File: config.mk
export PLATFORM = sky130hd
export DESIGN_NAME = psvm_ctrl
export DESIGN_NICKNAME = d
export VERILOG_FILES = /design/src/rtl/psvm_pkg.sv /design/src/rtl/psvm_ctrl.sv
export SDC_FILE = /design/constraint.sdc
export NUM_CORES = 1
export LEC_CHECK = 0
export BUFFER_PORTS_ARGS = -buffer_cell sky130_fd_sc_hd__buf_2
export CORE_AREA = 2 2 39 41
export DETAILED_ROUTE_END_ITERATION = 16
export DIE_AREA = 0 0 41 43
export MAX_ROUTING_LAYER = met4
export SLEW_MARGIN = 20
export SYNTH_ARGS = -nofsm -noshare
export SYNTH_HDL_FRONTEND = slang
export SYNTH_SLANG_ARGS = --single-unit
File: constraint.sdc
create_clock -name clk -period 1.55 [get_ports clk]
set_clock_uncertainty 0.2 [all_clocks]
set_input_delay 0.2325 -clock clk [delete_from_list [all_inputs] [get_ports clk]]
set_output_delay 0.2325 -clock clk [all_outputs]
set_load 0.03 [all_outputs]
File: src/rtl/psvm_pkg.sv
// Shared constants, codes and types of the polyphonic sine voice mixer.
// Used by the controller, the datapath and the top level; depends on nothing.
package psvm_pkg;

    // voice count and sine resolution
    localparam int VOICES          = 128;
    localparam int SINE_TABLE_BITS = 10;
    localparam int VA_W            = (VOICES > 1) ? $clog2(VOICES) : 1;

    // field widths
    localparam int OPC_W     = 2;
    localparam int VOICE_W   = 7;
    localparam int STEP_W    = 32;
    localparam int LEVEL_W   = 16;
    localparam int SAMPLE_W  = 24;
    localparam int CFG_W     = 16;
    localparam int CFG_IDX_W = 1;

    // opcodes of an input transaction
    localparam logic [OPC_W-1:0] OPC_TICK    = 2'd0;
    localparam logic [OPC_W-1:0] OPC_START   = 2'd1;
    localparam logic [OPC_W-1:0] OPC_RELEASE = 2'd2;

    // configuration register indexes
    localparam logic [CFG_IDX_W-1:0] CFG_ATTACK_STEP  = 1'b0;
    localparam logic [CFG_IDX_W-1:0] CFG_RELEASE_STEP = 1'b1;
    localparam logic [CFG_W-1:0]     STEP_RESET       = 16'd655;

    // sine polynomial, Q16 coefficients
    localparam logic [31:0] PHASE_MASK = 32'hFFFF_FFFF << (32 - SINE_TABLE_BITS);
    localparam logic [16:0] SIN_A      = 17'd102944;
    localparam logic [15:0] SIN_B      = 16'd42048;
    localparam logic [12:0] SIN_C      = 13'd4640;

    // mixing accumulator: sample plus VOICES contributions of up to 24 bits
    localparam int CONTRIB_W = 24;
    localparam int ACC_W     = CONTRIB_W + 1 + $clog2(VOICES + 1);

    typedef enum logic [1:0] {
        MODE_IDLE    = 2'd0,
        MODE_ATTACK  = 2'd1,
        MODE_HOLD    = 2'd2,
        MODE_RELEASE = 2'd3
    } voice_mode_t;

    typedef struct packed {
        voice_mode_t          mode;
        logic [STEP_W-1:0]    phase;
        logic [STEP_W-1:0]    step;
        logic [LEVEL_W-1:0]   level;
        logic [LEVEL_W-1:0]   target;
    } voice_rec_t;

    // controller to datapath
    typedef struct packed {
        logic capture;
        logic key_read;
        logic key_write;
        logic sweep_clear;
        logic issue;
        logic load_out;
    } cmd_t;

    // datapath to controller
    typedef struct packed {
        logic [OPC_W-1:0] in_opcode;
        logic             in_voice_ok;
        logic             sweep_last;
        logic             pipe_busy;
    } status_t;

endpackage

File: src/rtl/psvm_ctrl.sv
// Controller of the voice mixer: sequences key updates and the per-tick voice sweep.
// Depends on psvm_pkg; drives the datapath through cmd_t and reads status_t.
module psvm_ctrl (
    input  logic               clk,
    input  logic               rst_n,
    input  logic               item_valid,
    output logic               item_ready,
    output logic               result_valid,
    input  logic               result_ready,
    output psvm_pkg::cmd_t     cmd,
    input  psvm_pkg::status_t  status
);
    import psvm_pkg::*;

    typedef enum logic [4:0] {
        ST_IDLE   = 5'b00001,
        ST_KEY_RD = 5'b00010,
        ST_KEY_WR = 5'b00100,
        ST_SWEEP  = 5'b01000,
        ST_DRAIN  = 5'b10000
    } state_t;

    state_t state_reg;
    state_t state_next;
    logic   out_valid_reg;
    logic   out_valid_next;
    logic   item_fire;

    assign item_ready   = (state_reg == ST_IDLE);
    assign item_fire    = item_valid && item_ready;
    assign result_valid = out_valid_reg;

    // next state and commands
    always_comb
    begin
        state_next = state_reg;
        cmd        = '0;
        unique case (state_reg)
            ST_IDLE:
            begin
                if (item_fire)
                begin
                    cmd.capture = 1'b1;
                    case (status.in_opcode)
                        OPC_TICK:
                        begin
                            cmd.sweep_clear = 1'b1;
                            state_next      = ST_SWEEP;
                        end
                        OPC_START:
                        begin
                            if (status.in_voice_ok)
                            begin
                                state_next = ST_KEY_WR;
                            end
                        end
                        OPC_RELEASE:
                        begin
                            if (status.in_voice_ok)
                            begin
                                state_next = ST_KEY_RD;
                            end
                        end
                        default:
                        begin
                            state_next = ST_IDLE;
                        end
                    endcase
                end
            end
            ST_KEY_RD:
            begin
                cmd.key_read = 1'b1;
                state_next   = ST_KEY_WR;
            end
            ST_KEY_WR:
            begin
                cmd.key_write = 1'b1;
                state_next    = ST_IDLE;
            end
            ST_SWEEP:
            begin
                cmd.issue = 1'b1;
                if (status.sweep_last)
                begin
                    state_next = ST_DRAIN;
                end
            end
            ST_DRAIN:
            begin
                if (!status.pipe_busy && (!out_valid_reg || result_ready))
                begin
                    cmd.load_out = 1'b1;
                    state_next   = ST_IDLE;
                end
            end
            default:
            begin
                state_next = ST_IDLE;
            end
        endcase
    end

    // result valid flag of the output register
    always_comb
    begin
        out_valid_next = out_valid_reg;
        if (cmd.load_out)
        begin
            out_valid_next = 1'b1;
        end
        else if (result_ready)
        begin
            out_valid_next = 1'b0;
        end
    end

    always_ff @(posedge clk or negedge rst_n)
    begin
        if (!rst_n)
        begin
            state_reg     <= ST_IDLE;
            out_valid_reg <= 1'b0;
        end
        else
        begin
            state_reg     <= state_next;
            out_valid_reg <= out_valid_next;
        end
    end

    // new items only enter once the sweep pipeline has drained
    a_ready_drained: assert property (@(posedge clk) disable iff (!rst_n)
        item_ready |-> !status.pipe_busy)
        else $error("item accepted while voice pipeline busy");

    // a finished sum never overwrites a result still waiting
    a_load_free: assert property (@(posedge clk) disable iff (!rst_n)
        cmd.load_out |-> (!out_valid_reg || result_ready))
        else $error("result register overwritten");

    // the sweep stops after the last voice
    a_sweep_stops: assert property (@(posedge clk) disable iff (!rst_n)
        (cmd.issue && status.sweep_last) |=> !cmd.issue)
        else $error("sweep ran past the last voice");

    // a loaded sum is presented in the next cycle
    a_result_shown: assert property (@(posedge clk) disable iff (!rst_n)
        cmd.load_out |=> result_valid)
        else $error("loaded result not presented");

    // key writes never collide with sweep write-back
    a_key_alone: assert property (@(posedge clk) disable iff (!rst_n)
        cmd.key_write |-> !status.pipe_busy)
        else $error("key write during voice sweep");

endmodule

==> results.yml, run 1 <==
outcome:
  status: "complete, but fails checks"
  violations: "negative setup slack"
detailed_routing:
  met3_length_um: 56
  detail_route.vias_per_cell: 4.862
  first_pass_iters: 3
  dr.max_layer_used: "met3"
  drt-met1-wl_um: 431
  wl_mm: 1.008
  ant_nets: 0
  drc_errors: 0
  via_count: 423
  dr.first_iter.drc_count: 7
  met2_length_um: 519
  wire_per_inst_um: 11.59
finish:
  layout-drive-gt1-share_pct: 69.01
  antennaDiodeCount: 0
  area_growth_pct: 86.54
  fin_nets: 81
  final_util_pct: 52.62
  largest_reg_flops: 5
  postLayoutCellArea_um2: 728.2
critical_path:
  r2r_end: "state_reg[3]"
  crit_end: "cmd[2]"
  path_class: "reg -> out"
  crit_path_top_delay_cell: "dfrtp_2"
  r2r_setup_slack_ps: -200
  ff2ff_path_depth: 6
  crit_arrival_ps: 1390
  cp-end-kind: "output pin"
  r2r_start: "state_reg[4]"
  start_kind: "register"
  crit_required_ps: 1120
  cp_cell_sequence: "nor3_4, nand3_2, nor3_4, buf_6"
  crit_top_cell: "nor3_4"
  startpoint: "state_reg[4]"
  cp_max_fo: 4
  max_stage_delay_ps: 430
sta:
  finalCritPeriodShare_pct: 117.5
  tightestPinTransition_ps: 240.7
  max_freq_mhz: 548.9
  grt_setup_unrepaired: "true"
  setup_slack_ps: -272.0
  holdWs_ps: 21.16
  hold_viol_final: 0
  final.setup.tns_ps: -1658
  min_period_ps: 1822
  relSlewSlack_pct: 83.85
  setup_viol: 9
  slew_violations: 0
global_route:
  grt_pass1_vias: 377
  grt_pass1_wl_mm: 1.566
  antenna_found_initial: 0
  grt_usage_pct: 13.91
  grt_overflow: 0
  grt_max_degree: 7
synth:
  avgSynthCellArea_um2: 10.27
  syn-num-nets: 47
  yosysUniqueCellTypes: 27
  yosys-top-cells-area: "dfrtp_1 32%, dfstp_2 6.7%, nor3_1 5.1%"
  synth.largest_area_cell: "dfrtp_1"
  yosysWarnings: 0
  synth_commonest_cells: "5 x dfrtp_1, 4 x nor3_1, 3 x nor2_1, 2 x inv_1, 2 x nand2_1"
  synth_most_common_cell: "dfrtp_1"
  synth-edff-count: 0
  ys.flop_type: "dfrtp_1"
  synthesis.area_um2: 390.4
  synth_top_area_share_pct: 32.05
  netlist_instances: 38
  ys_seq_area_share_pct: 38.78
  ys_async_sr_fraction_pct: 100.0
  synth_seq_cells: 6
floorplan:
  start_util_pct: 28.21
  die_area_mm2: 0.001763
  core-area_mm2: 0.001384
  io_pins: 17
  die_y_um: 43
  die_x_um: 41
  placementRows: 14
placement:
  gp_congestion: 0.7823
  hpwl_um: 670
  port-buffer-count: 16
  post_dp_cell_area_um2: 539.3
power:
  power_density_mw_per_mm2: 1241
  power.ir.vdd_worst_mv: 0.5428
  leakagePower_nw: 0.3678
  p_total_mw: 0.9035
min_path:
  min_path_cells: 2
  hp-class: "in -> reg"
clock_tree:
  clk_latency_ps: 240
  cts_root_buf: "clkbuf_4"
  ctsLongestPathBuffers: 2
  cts_tree: "built"
  htree_levels: 1
  cts_sinks: 6
  cts_buffers: 3
  path_clk_slew_ps: 50
job:
  drv_cap: 0
[final cells by class]
cell class / count / area (µm²)
Fill cell: 122 / 655.6
Multi-Input combinational cell: 29 / 275.3
Timing Repair Buffer: 30 / 245.2
Sequential cell: 6 / 153.9
Clock buffer: 4 / 26.28
Tap cell: 16 / 20.02
Inverter: 2 / 7.507
[per-stage QoR]
| stage | cells | setup slack, ps |
|---|---|---|
| after floorplan | 38 | 2.179 |
| after global placement | 75 | -41.96 |
| after detailed placement | 75 | -44.87 |
| after CTS | 84 | -261.6 |
| after global routing | 87 | -361.4 |
| final | 87 | -272.0 |
[cell usage in the layout, fill, tap and decap left out, drive strengths merged]
cell,Yosys,routed
inv,2,2
and2b,1,1
dlygate4sd3,0,2
o2bb2ai,1,1
dfrtp,5,5
nand2,2,2
dfstp,1,1
o2111a,1,1
clkbuf,0,4
a2bb2oi,1,1
o32ai,1,1
xnor2,1,1
nand3b,1,1
and3,1,1
and4b,1,1
and3b,1,1
o21bai,1,1
buf,1,28
xor2,1,1
nor3,5,5
o21ai,1,1
a32o,1,1
a21o,1,1
and2,1,1
nand3,2,2
nor2b,1,1
nor2,3,3
[timing repair]
item / CTS / global route
resized for setup: 18 / 13
pin swaps: 5 / 4
endpoints found under the hold margin: 7 / 0
setup buffers: 3 / 4
setup endpoints to repair: 7 / 9
hold buffers: 2 / 0
[power by group]
part	total [mW]	switching (mW)	internal, mW
combinational	0.532	0.239	0.293
clock	0.152	0.0548	0.0974
sequential	0.219	0.0305	0.189
total	0.904	0.324	0.579
[worst min-delay path by stage]
stage                          from      endpoint
after floorplan               rst_n  result_valid
after global placement        rst_n  result_valid
after detailed placement      rst_n  result_valid
after CTS                 status[0]  result_valid
after global routing      status[0]  result_valid
final                     status[0]  result_valid
[kinds of logic after synthesis]
group	count (synthesis)	synth area share, %
compound gates	8	20.83
simple gates	19	32.06
xor+xnor	2	4.488
flops	6	38.78
buf+inv	3	3.848
[critical path, delay by kind of cell, from the launching register on]
kind                   cells  cell delay, ps
buffers and inverters      1             150
flip-flops                 1             430
AND/OR/NAND/NOR            3             570
[layer usage]
metal | vias to the layer above | GRT usage [%]
li1 | 210 | -
met1 | 202 | 15.89
met2 | 11 | 21.25
met3 | 0 | 7.853
met4 | 0 | 2.000
met5 | - | -
Power figures use the tool's default switching activity.
==> run 2: changes to the inputs <==
Settings changed: SKIP_CTS_REPAIR_TIMING set to 1.
==> run 2 against run 1 <==
Compared with the run above: the flow still finishes with violations (negative setup slack); hold slack improved by 6.1 ps; final cell count is 3.4% lower; die area did not move; register-to-register slack better by 230 ps; core utilization down 2.0 points; critical path depth unchanged; largest power group unchanged; largest cell class unchanged; cell area down 3.8%; non-clock buffer count shrank 3; sequential cell count stayed put; total power decreased by 6.1%.
==> results.yml, run 2 (synthesis results as in run 1) <==
outcome:
  status: "complete, but fails checks"
  violations: "negative setup slack"
critical_path:
  cp_num_buf_inv: 1
  crit_path_top_delay_cell: "dfstp_2"
  r2r_start: "state_reg[1]"
  path_class: "reg -> out"
  ff2ff_path_depth: 6
  cp-end-kind: "output pin"
  path_delay_family: "flip-flops"
  cp_cell_sequence: "and2b_2, nand3_2, nor3_4, buf_6"
  crit_arrival_ps: 1380
  max_stage_delay_ps: 560
  cp_max_fo: 4
  r2r_end: "state_reg[2]"
  startpoint: "state_reg[0]"
  crit_required_ps: 1120
  start_kind: "register"
  r2r_setup_slack_ps: 30
clock_tree:
  cts_sinks: 6
  htree_levels: 1
  ctsLongestPathBuffers: 2
  cts_root_buf: "clkbuf_4"
  cts_buffers: 3
  cts_tree: "built"
  path_clk_slew_ps: 40
  clk_latency_ps: 240
sta:
  tightestPinTransition_ps: 242.5
  hold_viol_final: 0
  finalCritPeriodShare_pct: 117.2
  relSlewSlack_pct: 83.73
  setup_slack_ps: -267.3
  min_period_ps: 1817
  grt_setup_unrepaired: "true"
  final.setup.tns_ps: -1357
  slew_violations: 0
  holdWs_ps: 27.30
  max_freq_mhz: 550.3
  setup_viol: 7
power:
  power.ir.vdd_worst_mv: 0.5110
  power_density_mw_per_mm2: 1210
  leakagePower_nw: 0.3497
  p_total_mw: 0.8481
detailed_routing:
  wl_um: 947
  ant_nets: 0
  first_pass_iters: 4
  wire_per_inst_um: 11.27
  dr.first_iter.drc_count: 12
  detail_route.vias_per_cell: 4.738
  via_count: 398
  drc_errors: 0
finish:
  largest_reg_flops: 5
  postLayoutCellArea_um2: 700.7
  antennaDiodeCount: 0
  fin_nets: 78
  layout-drive-gt1-share_pct: 69.12
  final_cell_mix: "9 x buf_2, 9 x buf_6, 6 x buf_4, 4 x clkbuf_4"
  finalNonFillerCells: 84
  area_growth_pct: 79.49
floorplan:
  placementRows: 14
  core-area_mm2: 0.001384
  start_util_pct: 28.21
  die_y_um: 43
  die_area_mm2: 0.001763
  io_pins: 17
  die_x_um: 41
global_route:
  grt_max_degree: 7
  grt_pass1_vias: 327
  grt_overflow: 0
  grt_usage_pct: 11.94
  grt_pass1_wl_mm: 1.338
  antenna_found_initial: 0
placement:
  post_dp_cell_area_um2: 539.3
  port-buffer-count: 16
  gp_congestion: 0.7823
  hpwl_um: 670
  placedCellCount: 75
min_path:
  hp-start: "status[0]"
  hold_end: "result_valid"
  hp-class: "in -> reg"
  min_path_cells: 2
job:
  drv_cap: 0
==> run 2: cell types whose count changed in the layout (fill, tap and decap cells not counted) <==
cell and change:
buf_4 -3, buf_6 -1, clkbuf_4 +1, inv_1 +1, inv_2 -1, nand3_1 -1
nand3_2 +1, nor2_2 +1, nor2_4 -1, nor3_1 -1, nor3_2 +2, nor3_4 -1
==> run 2: worst max-delay path by stage <==
stage	end	cells after the start
2_1_floorplan	cmd[2]	3
3_3_place_gp	cmd[2]	4
3_5_place_dp	cmd[2]	4
4_1_cts	cmd[2]	4
5_1_grt	cmd[2]	4
6_report	cmd[2]	4
==> run 2: layout make-up <==
cell class	instances	area (µm²)
fill	128	683.2
multi-input combinational	29	274.0
clock buffer	4	26.28
sequential	6	153.9
timing repair buffer	27	219.0
tap	16	20.02
inverter	2	7.507
==> run 2: per-layer routing <==
layer / track usage, % / wire length, µm / vias to the layer above
met5: - / 0 / -
li1: - / - / 201
met2: 16.25 / 485 / 11
met1: 14.90 / 409 / 186
met4: 2.000 / 0 / 0
met3: 7.853 / 52 / 0
==> run 2: where the power goes <==
part	switching (mW)	internal (mW)
Clock	0.0546	0.0974
Sequential	0.0303	0.189
Combinational	0.223	0.254
Total	0.308	0.540
==> run 2: metrics by stage <==
step | util (%) | setup slack [ps]
2_1_floorplan | - | 2.179
3_3_place_gp | 38.97 | -41.96
3_5_place_dp | 38.97 | -44.87
4_1_cts | 40.87 | -311.3
5_1_grt | 50.63 | -363.2
6_report | 50.63 | -267.3
==> run 3: changes to the inputs <==
Settings changed: PLACE_DENSITY set to 0.6, RECOVER_POWER set to 25.
==> run 3 against run 2 <==
Compared with the run above: the run still ends with negative setup slack left; sequential power is essentially flat; core utilization fell by 0.090 points; die area stayed put; sequential cell count stayed put; sequential share of layout area about the same; clock power is essentially flat; non-clock buffer count did not move; cell area decreased by 0.18%; wire length down 0.21%; via count unchanged; first-iteration DRC count stayed put; combinational power about the same; critical endpoint unchanged; largest power group unchanged.
==> results.yml, run 3 (synthesis results as in run 1) <==
detailed_routing:
  via_count: 398
  wire_per_inst_um: 11.25
  drc_errors: 0
  wl_um: 945
  first_pass_iters: 4
  dr.first_iter.drc_count: 12
  detail_route.vias_per_cell: 4.738
  ant_nets: 0
clock_tree:
  clk_latency_ps: 240
  cts_tree: "built"
  htree_levels: 1
  cts_root_buf: "clkbuf_4"
  ctsLongestPathBuffers: 2
  path_clk_slew_ps: 40
  cts_buffers: 3
  cts_sinks: 6
sta:
  grt_setup_unrepaired: "true"
  relSlewSlack_pct: 79.69
  setup_viol: 7
  final.setup.tns_ps: -1357
  slew_violations: 0
  min_period_ps: 1817
  max_freq_mhz: 550.2
  finalCritPeriodShare_pct: 117.3
  hold_viol_final: 0
  setup_slack_ps: -267.4
  tightestPinTransition_ps: 304.6
finish:
  final_common_cell: "buf_6"
  layout-drive-gt1-share_pct: 67.65
  fin_nets: 78
  final_cell_mix: "9 x buf_6, 8 x buf_2, 6 x buf_4, 4 x clkbuf_4"
  antennaDiodeCount: 0
  area_growth_pct: 79.17
  largest_reg_flops: 5
  postLayoutCellArea_um2: 699.4
global_route:
  grt_pass1_vias: 327
  grt_usage_pct: 11.94
  antenna_found_initial: 0
  grt_pass1_wl_mm: 1.338
  grt_max_degree: 7
  grt_overflow: 0
placement:
  gp_congestion: 0.7823
  hpwl_um: 670
  port-buffer-count: 16
  post_dp_cell_area_um2: 539.3
floorplan:
  die_y_um: 43
  die_area_mm2: 0.001763
  core-area_mm2: 0.001384
  start_util_pct: 28.21
  io_pins: 17
  die_x_um: 41
  placementRows: 14
outcome:
  violations: "negative setup slack"
  status: "complete, but fails checks"
critical_path:
  cp_max_fo: 4
  crit_arrival_ps: 1380
  cp-end-kind: "output pin"
  start_kind: "register"
  path_class: "reg -> out"
  crit_required_ps: 1120
power:
  power.ir.vdd_worst_mv: 0.5110
  power_density_mw_per_mm2: 1212
  leakagePower_nw: 0.3470
min_path:
  hp-class: "in -> reg"
job:
  drv_cap: 0
[run 3: cell count changes in the layout (fill, tap and decap cells not counted), sizes merged]
cell | before | now
clkbuf | 5 | 6
buf | 24 | 23
[run 3: power breakdown]
part	switching, mW	internal [mW]	leakage (nW)	total (mW)
combinational	0.223	0.253	0.256	0.476
sequential	0.0303	0.189	0.0763	0.219
clock	0.0546	0.0974	0.0150	0.152
[run 3: through the flow]
step / cells / util [%] / hold WS [ps] / setup slack (ps) / power, mW
after floorplan: 38 / - / -263.1 / 2.179 / 0.4259
after global placement: 75 / 38.97 / -142.4 / -41.96 / 0.5491
after detailed placement: 75 / 38.97 / -140.8 / -44.87 / 0.5439
after CTS: 79 / 40.87 / -407.1 / -311.3 / 0.7052
after global routing: 84 / 50.54 / 23.25 / -363.2 / 0.9158
final: 84 / 50.54 / 27.30 / -267.4 / 0.8477
[run 3: routing by layer]
layer,GRT usage [%],part of all wire (%),up-vias
met3,7.853,5.5,0
met4,2.000,0,0
met2,16.25,51,11
met1,14.90,43,186
li1,-,-,201
met5,-,0,-
[run 3: area by class of cell]
| type | count | area, µm² |
|---|---|---|
| Timing Repair Buffer | 27 | 217.7 |
| Sequential cell | 6 | 153.9 |
| Inverter | 2 | 7.507 |
| Clock buffer | 4 | 26.28 |
| Multi-Input combinational cell | 29 | 274.0 |
| Tap cell | 16 | 20.02 |
| Fill cell | 129 | 684.4 |
[run 3: path summary, 6_finish.rpt]
check | end | slack (ps) | from | cells after the start
setup / recovery | cmd[2] | -270 | state_reg[0] | 4
hold / removal | result_valid | 30 | status[0] | 2
setup reg to reg | state_reg[2] | 30 | state_reg[1] | 6
hold reg to reg | result_valid | 480 | state_reg[2] | 3
max in group asynchronous | state_reg[0] | 670 | rst_n | 2
min in group asynchronous | state_reg[1] | 180 | rst_n | 2
[run 3: critical path, stage by stage (launching register included)]
cell and delay (ps):
dfstp_2 560, and2b_2 180, nand3_2 120, nor3_4 140
buf_6 150
